--- src/hw/rtl/assert_macros.svh ---
// Assertion macros used by the top RTL file of the depth point block.
// Depends on nothing; synthesis builds see empty bodies.
`ifndef ASSERT_MACROS_SVH
`define ASSERT_MACROS_SVH
`ifndef SYNTHESIS
`define ASSERT_IMPLIES(label, clk, rst_n, ante, cons) \
  label: assert property (@(posedge clk) disable iff (!rst_n) (ante) |-> (cons)) \
    else $error("assertion failed");
`define ASSERT_NEXT(label, clk, rst_n, ante, cons) \
  label: assert property (@(posedge clk) disable iff (!rst_n) (ante) |=> (cons)) \
    else $error("assertion failed");
`else
`define ASSERT_IMPLIES(label, clk, rst_n, ante, cons)
`define ASSERT_NEXT(label, clk, rst_n, ante, cons)
`endif
`endif

--- src/hw/rtl/d2dp_pkg.sv ---
// Package of the disparity to depth point block: widths, constants and types.
// Depends on nothing.
package d2dp_pkg;
  localparam int DispW    = 16;
  localparam int DepthW   = 21;
  localparam int CoordW   = 24;
  localparam int ShadeW   = 8;
  localparam int ProdW    = 28;   // focal (16) times baseline (12)
  localparam int QuotW    = 20;   // depth quotient bits below the saturation flag
  localparam int OffW     = 18;   // signed offset 16*u - center
  localparam int NumW     = 40;   // offset times depth magnitude
  localparam int CQuotW   = 24;   // saturating coordinate magnitude quotient
  localparam int AddrW    = 5;

  localparam logic [AddrW-1:0] RegFocalX  = 5'd0;
  localparam logic [AddrW-1:0] RegFocalY  = 5'd4;
  localparam logic [AddrW-1:0] RegCenterX = 5'd8;
  localparam logic [AddrW-1:0] RegCenterY = 5'd12;
  localparam logic [AddrW-1:0] RegBase    = 5'd16;
  localparam logic [AddrW-1:0] RegMaxDisp = 5'd20;

  localparam logic signed [DepthW-1:0] DepthInvalid = -21'sd10000;

  // Payload carried alongside the division chain.
  typedef struct packed {
    logic              valid;
    logic              ok;
    logic [ShadeW-1:0] shade;
  } side_t;
endpackage

--- src/hw/rtl/d2dp_div_cell.sv ---
// One restoring division cell: produces one quotient bit per stage.
// Depends on d2dp_pkg.
module d2dp_div_cell #(
  parameter int NW = 40,
  parameter int DW = 16,
  parameter int QW = 24,
  parameter int K  = 0,
  parameter int XW = 8
) (
  input  logic          clk_i,
  input  logic          rst_ni,
  input  logic          en_i,
  input  logic          vld_i,
  input  logic [NW-1:0] rem_i,
  input  logic [DW-1:0] den_i,
  input  logic [QW:0]   quo_i,
  input  logic [XW-1:0] x_i,
  output logic          vld_o,
  output logic [NW-1:0] rem_o,
  output logic [DW-1:0] den_o,
  output logic [QW:0]   quo_o,
  output logic [XW-1:0] x_o
);
  import d2dp_pkg::*;
  logic [NW+DW:0] shifted;
  logic           fits;
  logic [NW-1:0]  rem_d;
  logic [QW:0]    quo_d;

  // Try subtracting the divisor shifted left by K.
  always_comb begin
    shifted = (NW+DW+1)'(den_i) << K;
    fits    = {{(DW+1){1'b0}}, rem_i} >= shifted;
    rem_d   = fits ? (rem_i - shifted[NW-1:0]) : rem_i;
    quo_d   = quo_i | ((QW+1)'(fits) << K);
  end

  always_ff @(posedge clk_i or negedge rst_ni) begin
    if (!rst_ni) begin
      vld_o <= 1'b0;
    end else if (en_i) begin
      vld_o <= vld_i;
    end
  end

  always_ff @(posedge clk_i) begin
    if (en_i) begin
      rem_o <= rem_d;
      den_o <= den_i;
      quo_o <= quo_d;
      x_o   <= x_i;
    end
  end
endmodule

--- src/hw/rtl/d2dp_divider.sv ---
// Pipelined unsigned divider built from a chain of division cells, with a
// saturation bit above the quotient. Depends on d2dp_pkg and d2dp_div_cell.
module d2dp_divider #(
  parameter int NW = 40,
  parameter int DW = 16,
  parameter int QW = 24,
  parameter int XW = 8
) (
  input  logic          clk_i,
  input  logic          rst_ni,
  input  logic          en_i,
  input  logic          vld_i,
  input  logic [NW-1:0] num_i,
  input  logic [DW-1:0] den_i,
  input  logic [XW-1:0] x_i,
  output logic          vld_o,
  output logic [QW:0]   quo_o,
  output logic [XW-1:0] x_o
);
  import d2dp_pkg::*;
  logic [QW:0]          vld;
  logic [QW:0][NW-1:0]  rem;
  logic [QW:0][DW-1:0]  den;
  logic [QW:0][QW:0]    quo;
  logic [QW:0][XW-1:0]  xs;
  logic                 big;

  // Quotients at or beyond 2^QW only need to flag saturation.
  always_comb begin
    big = (NW > QW) && ((num_i >> QW) >= NW'(den_i));
    vld[0] = vld_i;
    rem[0] = big ? '0 : num_i;
    den[0] = den_i;
    quo[0] = (QW+1)'(big) << QW;
    xs[0]  = x_i;
  end

  for (genvar s = 0; s < QW; s++) begin : g_cell
    d2dp_div_cell #(.NW(NW), .DW(DW), .QW(QW), .K(QW-1-s), .XW(XW)) u_cell (
      .clk_i, .rst_ni, .en_i,
      .vld_i(vld[s]), .rem_i(rem[s]), .den_i(den[s]), .quo_i(quo[s]), .x_i(xs[s]),
      .vld_o(vld[s+1]), .rem_o(rem[s+1]), .den_o(den[s+1]), .quo_o(quo[s+1]),
      .x_o(xs[s+1])
    );
  end

  assign vld_o = vld[QW];
  assign quo_o = quo[QW];
  assign x_o   = xs[QW];
endmodule

--- config.mk ---
export PLATFORM = sky130hd
export DESIGN_NAME = d2dp_divider
export DESIGN_NICKNAME = d
export VERILOG_FILES = /design/src/hw/rtl/assert_macros.svh /design/src/hw/rtl/d2dp_pkg.sv /design/src/hw/rtl/d2dp_div_cell.sv /design/src/hw/rtl/d2dp_divider.sv
export SDC_FILE = /design/constraint.sdc
export NUM_CORES = 2
export LEC_CHECK = 0
export ABC_AREA = 1
export BUFFER_PORTS_ARGS = -buffer_cell sky130_fd_sc_hd__buf_2
export CAP_MARGIN = 10
export CORE_MARGIN = 2
export CORE_UTILIZATION = 35
export CTS_CLUSTER_DIAMETER = 60
export DETAILED_ROUTE_END_ITERATION = 6
export GPL_TIMING_DRIVEN = 0
export PLACE_DENSITY = 0.53
export SYNTH_ARGS = -nofsm -noshare
export SYNTH_HDL_FRONTEND = slang
export SYNTH_SLANG_ARGS = --single-unit
--- constraint.sdc ---
create_clock -name clk_i -period 2.6 [get_ports clk_i]
set_input_delay 0.39 -clock clk_i [delete_from_list [all_inputs] [get_ports clk_i]]
set_output_delay 0.39 -clock clk_i [all_outputs]
set_load 0.005 [all_outputs]
Word-level counts from Yosys, hierarchy flattened
Cells that the tools add are included.
{"block": "classes", "n_lt_le_gt_ge": 25, "addsub": 23, "mux": 24, "bitwise_logic": 24}
{"op": "two-way mux 40 bit", "count": 24}
{"op": "greater-or-equal comparator 40 x 16 -> 1 bit", "count": 1}
{"op": "greater-or-equal comparator 40 x 17 -> 1 bit", "count": 1}
{"op": "greater-or-equal comparator 40 x 18 -> 1 bit", "count": 1}
{"op": "greater-or-equal comparator 40 x 19 -> 1 bit", "count": 1}
{"op": "greater-or-equal comparator 40 x 20 -> 1 bit", "count": 1}
{"op": "greater-or-equal comparator 40 x 21 -> 1 bit", "count": 1}
{"op": "greater-or-equal comparator 40 x 22 -> 1 bit", "count": 1}
{"op": "greater-or-equal comparator 40 x 23 -> 1 bit", "count": 1}
{"op": "greater-or-equal comparator 40 x 24 -> 1 bit", "count": 1}
{"op": "greater-or-equal comparator 40 x 25 -> 1 bit", "count": 1}
{"op": "greater-or-equal comparator 40 x 26 -> 1 bit", "count": 1}
{"op": "greater-or-equal comparator 40 x 27 -> 1 bit", "count": 1}
{"op": "greater-or-equal comparator 40 x 28 -> 1 bit", "count": 1}
{"op": "greater-or-equal comparator 40 x 29 -> 1 bit", "count": 1}
{"op": "greater-or-equal comparator 40 x 30 -> 1 bit", "count": 1}
{"op": "greater-or-equal comparator 40 x 31 -> 1 bit", "count": 1}
{"op": "greater-or-equal comparator 40 x 32 -> 1 bit", "count": 1}
{"op": "greater-or-equal comparator 40 x 33 -> 1 bit", "count": 1}
{"op": "greater-or-equal comparator 40 x 34 -> 1 bit", "count": 1}
{"op": "greater-or-equal comparator 40 x 35 -> 1 bit", "count": 1}
{"op": "greater-or-equal comparator 40 x 36 -> 1 bit", "count": 1}
{"op": "greater-or-equal comparator 40 x 37 -> 1 bit", "count": 1}
{"op": "greater-or-equal comparator 40 x 38 -> 1 bit", "count": 1}
{"op": "other kinds (49)", "count": 49}
{"block": "totals", "output_inout_bits": 34, "input_bits": 68, "wordCells": 214, "register_bits": 2104}

Longest topological paths before layout
{"block": "depth", "ltp_word": 4, "mapped_depth": 25, "ltp_nobuf": 24}

Modules after synthesis
Synthesis repeated with hierarchy kept, for this count alone.
{"block": "unflattened", "hier_cells": 12630, "area_unflattened_um2": 115853.6}
{"mod": "d2dp_div_cell at g_cell[23].u_cell", "cells_per_inst": 648, "seq_area_each_um2": 2697.6, "area_per_inst_um2": 5387.7, "instances": 1}
{"mod": "d2dp_div_cell at g_cell[21].u_cell", "cells_per_inst": 577, "seq_area_each_um2": 2697.6, "area_per_inst_um2": 5166.2, "instances": 1}
{"mod": "d2dp_div_cell at g_cell[19].u_cell", "cells_per_inst": 576, "seq_area_each_um2": 2697.6, "area_per_inst_um2": 5123.7, "instances": 1}
{"mod": "d2dp_div_cell at g_cell[22].u_cell", "cells_per_inst": 590, "seq_area_each_um2": 2697.6, "area_per_inst_um2": 5114.9, "instances": 1}
{"mod": "d2dp_div_cell at g_cell[20].u_cell", "cells_per_inst": 577, "seq_area_each_um2": 2697.6, "area_per_inst_um2": 5081.1, "instances": 1}
{"mod": "d2dp_div_cell at g_cell[18].u_cell", "cells_per_inst": 550, "seq_area_each_um2": 2697.6, "area_per_inst_um2": 5016.1, "instances": 1}
{"mod": "d2dp_div_cell at g_cell[17].u_cell", "cells_per_inst": 550, "seq_area_each_um2": 2697.6, "area_per_inst_um2": 5006.1, "instances": 1}
{"mod": "d2dp_div_cell at g_cell[12].u_cell", "cells_per_inst": 553, "seq_area_each_um2": 2697.6, "area_per_inst_um2": 4998.5, "instances": 1}
{"mod": "d2dp_div_cell at g_cell[10].u_cell", "cells_per_inst": 535, "seq_area_each_um2": 2697.6, "area_per_inst_um2": 4918.5, "instances": 1}
{"mod": "d2dp_div_cell at g_cell[15].u_cell", "cells_per_inst": 546, "seq_area_each_um2": 2697.6, "area_per_inst_um2": 4912.2, "instances": 1}
{"mod": "d2dp_div_cell at g_cell[14].u_cell", "cells_per_inst": 525, "seq_area_each_um2": 2697.6, "area_per_inst_um2": 4892.2, "instances": 1}
{"mod": "d2dp_div_cell at g_cell[13].u_cell", "cells_per_inst": 535, "seq_area_each_um2": 2697.6, "area_per_inst_um2": 4890.9, "instances": 1}
{"mod": "d2dp_div_cell at g_cell[9].u_cell", "cells_per_inst": 539, "seq_area_each_um2": 2697.6, "area_per_inst_um2": 4832.1, "instances": 1}
{"mod": "d2dp_div_cell at g_cell[16].u_cell", "cells_per_inst": 530, "seq_area_each_um2": 2697.6, "area_per_inst_um2": 4808.4, "instances": 1}
{"mod": "11 more rows"}

Least setup slack after synthesis
OpenSTA, ideal clock, no wires.
{"block": "synth_path", "path_kind": "input -> register", "start": "input port den_i[11]", "end": "register g_cell[0].u_cell.rem_o[35] (data pin)", "setup_slack_ns": -0.861, "t_arrival_ns": 3.209, "cell_stages": 20, "n_path_buf": 0, "required_ns": 2.348, "setup_time_ns": 0.252, "path_cell_list": "inv_1 -> ha_1 -> nand2_1 -> o21bai_1 -> nand2_1 -> nand2_1 -> nand2_1 -> a21oi_1 -> nand2_1 -> ha_1 -> fa_1 -> nand3b_1 -> a21oi_1 -> nor2_1 -> o21ai_0 -> a21oi_1 -> o211ai_1 -> nand2_1 -> nand2_2 -> nand2_1"}
{"block": "synth_between", "elab_chain_cells": 4, "word_cells_on_any_way": 5, "classes_between": "add/sub (1); order compare (2); mux (2)"}
{"element": "start, declared", "line": "d2dp_divider.sv:14", "rtl": "input logic [DW-1:0] den_i,"}
{"element": "greater-or-equal comparator 16 bit", "line": "d2dp_divider.sv:30", "rtl": "big = (NW > QW) && ((num_i >> QW) >= NW'(den_i));"}
{"element": "two-way mux 40 bit", "line": "d2dp_divider.sv:32", "rtl": "rem[0] = big ? '0 : num_i;"}
{"element": "subtractor 40 x 39 -> 40 bit or greater-or-equal comparator 40 x 39 -> 1 bit (tied branches)", "line": "d2dp_div_cell.sv:34, d2dp_div_cell.sv:33"}
{"element": "two-way mux 40 bit *", "line": "d2dp_div_cell.sv:34", "rtl": "rem_d = fits ? (rem_i - shifted[NW-1:0]) : rem_i;"}
{"element": "named net g_cell[0].u_cell.rem_d[35]", "line": "d2dp_div_cell.sv:27", "rtl": "logic [NW-1:0] rem_d;"}
{"element": "end signal, assigned", "line": "d2dp_div_cell.sv:48", "rtl": "rem_o <= rem_d;"}
{"element": "end, declared", "line": "d2dp_div_cell.sv:19", "rtl": "output logic [NW-1:0] rem_o,"}
The timed path passes the listed nets; every way through them passes the cells marked *.
A chain may end at the register's enable or synchronous reset.

Final worst setup path
{"block": "layout_path", "start": "input port den_i[9]", "end": "register g_cell[0].u_cell.rem_o[37] (data pin)"}
Same word-level chain as after synthesis.

==> reports/qor.csv <==
metric;value;unit
cp_max_fo;10;
synthFlopType;edfxtp_1;
drv_slew;0;
layout-drive-gt1-share;22.2;%
status;finished, violations left;
path_clk_slew;0.06;ns
area_growth;26.3;%
nNetsFinal;10100;
synth_seq_cells;1828;
drt_wl_total;253000;µm
violations;setup timing;
die_h;515;µm
first_pass_iters;5;
syn_nets;9224;
grt_pass1_wl;381000;µm
dp_hpwl;187000;µm
startpoint_type;primary input;
final-setup-viol-count;21;
netlist_instances;8733;
clock-root-buffer;clkbuf_16;
wl_per_cell;19.2;µm
die_width;515;µm
viasPerCell;4.94;
worst_slack;-0.254;ns
cts_sinks;1828;
rsz0062_at_grt;yes;
place_inst;12200;
timing.final.crit_share;110;%
synth_edf_count;1804;
synth_area;0.0915;mm²
antenna_found_initial;5;
grt_use_total;18.5;%
ys_seq_area_share;59.9;%
layout_commonest_cell;edfxtp_1;
synthArstFlopShare;1.31;%
setup_tns;-3.73;ns
htreeDepth;4;
ys.warnings.count;0;
grt_pass1_vias;64800;
core_area;0.260;mm²
portBuffers;101;
fin_cells;13200;
arrival;3.48;ns
dpl_cell_area;0.0968;mm²
finalHoldViolCount;0;
crit_required;3.23;ns
dp_worst_setup_slack;-2.83;ns
layout_min_cycle_time;2.85;ns
p_total;0.115;W
vias;65000;
relSlewSlack;33.5;%
final_area;0.116;mm²
clock_skew;0.0649;ns
max_freq;0.350;GHz
pwr_density_cell;991;mW/mm²
start_util;35.2;%
cts_tree;done;
dr.first_iter.drc_count;4325;
antenna_left;0;
irDropWorstVdd;0.630;mV
synth.avg_cell_area;10.5;µm²
end_kind;flip-flop;
critPathKind;primary input to flip-flop;
synth_cell_type_count;73;
clockBufferDepth;4;
ios;102;
cts_buffers;225;
rows;187;
maxCapViolCount;0;
hp-class;primary input to async pin;
dieArea;0.266;mm²
drc;0;
grt_max_degree;167;
tightest_slew;0.998;ns
place_congestion;0.904;
insertion_delay;0.88;ns
overflow;0;
p_leak;43.5;nW
final_cell_mix;edfxtp_1 (1804), nand2_1 (1294), inv_1 (1110);
-- state kept, by name, summed over array words and instances, names as in the netlist --
register	flops
g_cell.u_cell.vld_o	24
g_cell.u_cell.den_o	368
g_cell.u_cell.x_o	192
g_cell.u_cell.quo_o	324
g_cell.u_cell.rem_o	920
-- kinds of logic after synthesis --
family	share of synthesized area, %
XOR/XNOR	4.39
AO/OA/AOI/OAI	9.14
adder cells (fa/ha/maj)	5.97
buffers and inverters	5.47
AND/OR/NAND/NOR	15.2
flip-flops	59.9
-- where the power goes --
part           leakage [nW]  total [W]  switching (W)  internal (W)
clock                  3.59     0.0309         0.0125        0.0185
combinational          22.2     0.0398         0.0237        0.0161
sequential             17.7     0.0439        0.00458        0.0393
-- worst max-delay path: stages --
cell and delay [ns]:
buf_8 0.08, inv_6 0.03, ha_4 0.27, nand2_4 0.05, nor4_4 0.39, nand2_4 0.13, nand2_8 0.13, clkbuf_16 0.16
nor2_4 0.04, ha_4 0.26, nand4_1 0.21, buf_4 0.22, o21bai_4 0.15, nand3_2 0.14, o211ai_1 0.22, inv_2 0.12
buf_6 0.14, buf_6 0.16, nand3_4 0.10, nand2_4 0.08
-- synthesized netlist by cell type, types with 4 or more instances --
cell type,count,area share [%]
edfxtp_1,1804,59
o21ai_2,18,0.17
a31oi_1,35,0.24
nor2_1,909,3.7
o211ai_1,30,0.25
buf_4,6,0.049
o21ai_0,554,3.0
o21ai_1,94,0.51
xor2_1,214,2.0
a21boi_1,4,0.033
nand3_1,293,1.6
xnor2_1,245,2.3
nand4_1,117,0.80
nor2_2,12,0.082
o21a_1,31,0.25
o2111ai_1,18,0.17
nand2_4,4,0.049
a221oi_1,4,0.038
o41ai_1,4,0.038
o31ai_1,5,0.041
or2_2,96,0.66
a21oi_2,10,0.096
fa_1,23,0.50
or3_1,5,0.034
nor3_1,133,0.73
nand3_2,11,0.12
nor4_1,110,0.75
inv_2,26,0.11
dfrtp_1,24,0.66
a211oi_1,19,0.16
o221ai_1,6,0.057
and3_1,7,0.048
or2_1,6,0.041
inv_1,1171,4.8
nand2_1,1456,6.0
ha_1,400,5.5
buf_6,8,0.098
a21boi_0,11,0.090
a21oi_1,594,3.2
buf_2,60,0.33
nand3b_1,26,0.21
o21bai_1,26,0.21
nand2_2,14,0.096
clkbuf_1,12,0.049
a21o_1,33,0.27
-- metrics by stage --
step	hold slack, ns	utilization, %
floorplan	0.0944	-
global placement	0.379	37.1
detailed placement	0.397	37.3
CTS	0.0199	42.4
global route	0.0607	44.5
finish	0.0866	44.5
-- timing repair --
item / CTS / global route
hold buffers: 67 / 0
endpoints found under the setup margin: 1095 / 604
endpoints found under the hold margin: 208 / 0
pin swaps: 161 / 238
buffers inserted: 203 / 222
gates resized for setup: 756 / 826
gates cloned: 16 / 5
-- final cells by class --
cell class / count / area [µm²]
Clock inverter: 148 / 1500
Fill cell: 24400 / 144000
Buffer: 89 / 931
Multi-Input combinational cell: 5619 / 38200
Tap cell: 3402 / 4260
Sequential cell: 1828 / 54800
Inverter: 1197 / 4590
Timing Repair Buffer: 620 / 5460
Clock buffer: 260 / 5850
Antenna cell: 2 / 5.00
Timing Repair inverter: 2 / 18.8
-- worst paths after layout --
path,endpoint,from,slack [ns],cells after the start
max reg2reg,g_cell[7].u_cell.rem_o[31],g_cell[6].u_cell.den_o[0],-0.04,12
max,g_cell[0].u_cell.rem_o[37],den_i[9],-0.25,20
min in group clk_i,g_cell[1].u_cell.rem_o[28],en_i,0.11,2
min reg2reg,g_cell[5].u_cell.x_o[6],g_cell[4].u_cell.x_o[6],0.35,0
max in group asynchronous,g_cell[15].u_cell.vld_o,rst_ni,2.16,2
min,g_cell[23].u_cell.vld_o,rst_ni,0.09,2
-- metal layers --
layer	routed length, µm	track usage, %	vias to the layer above
met3	9990	2.49	390
met2	123000	31.7	1174
met4	6750	5.16	0
li1	-	-	32000
met1	113000	24.5	31400
met5	0	0	-
(Power assumes the default switching activity.)
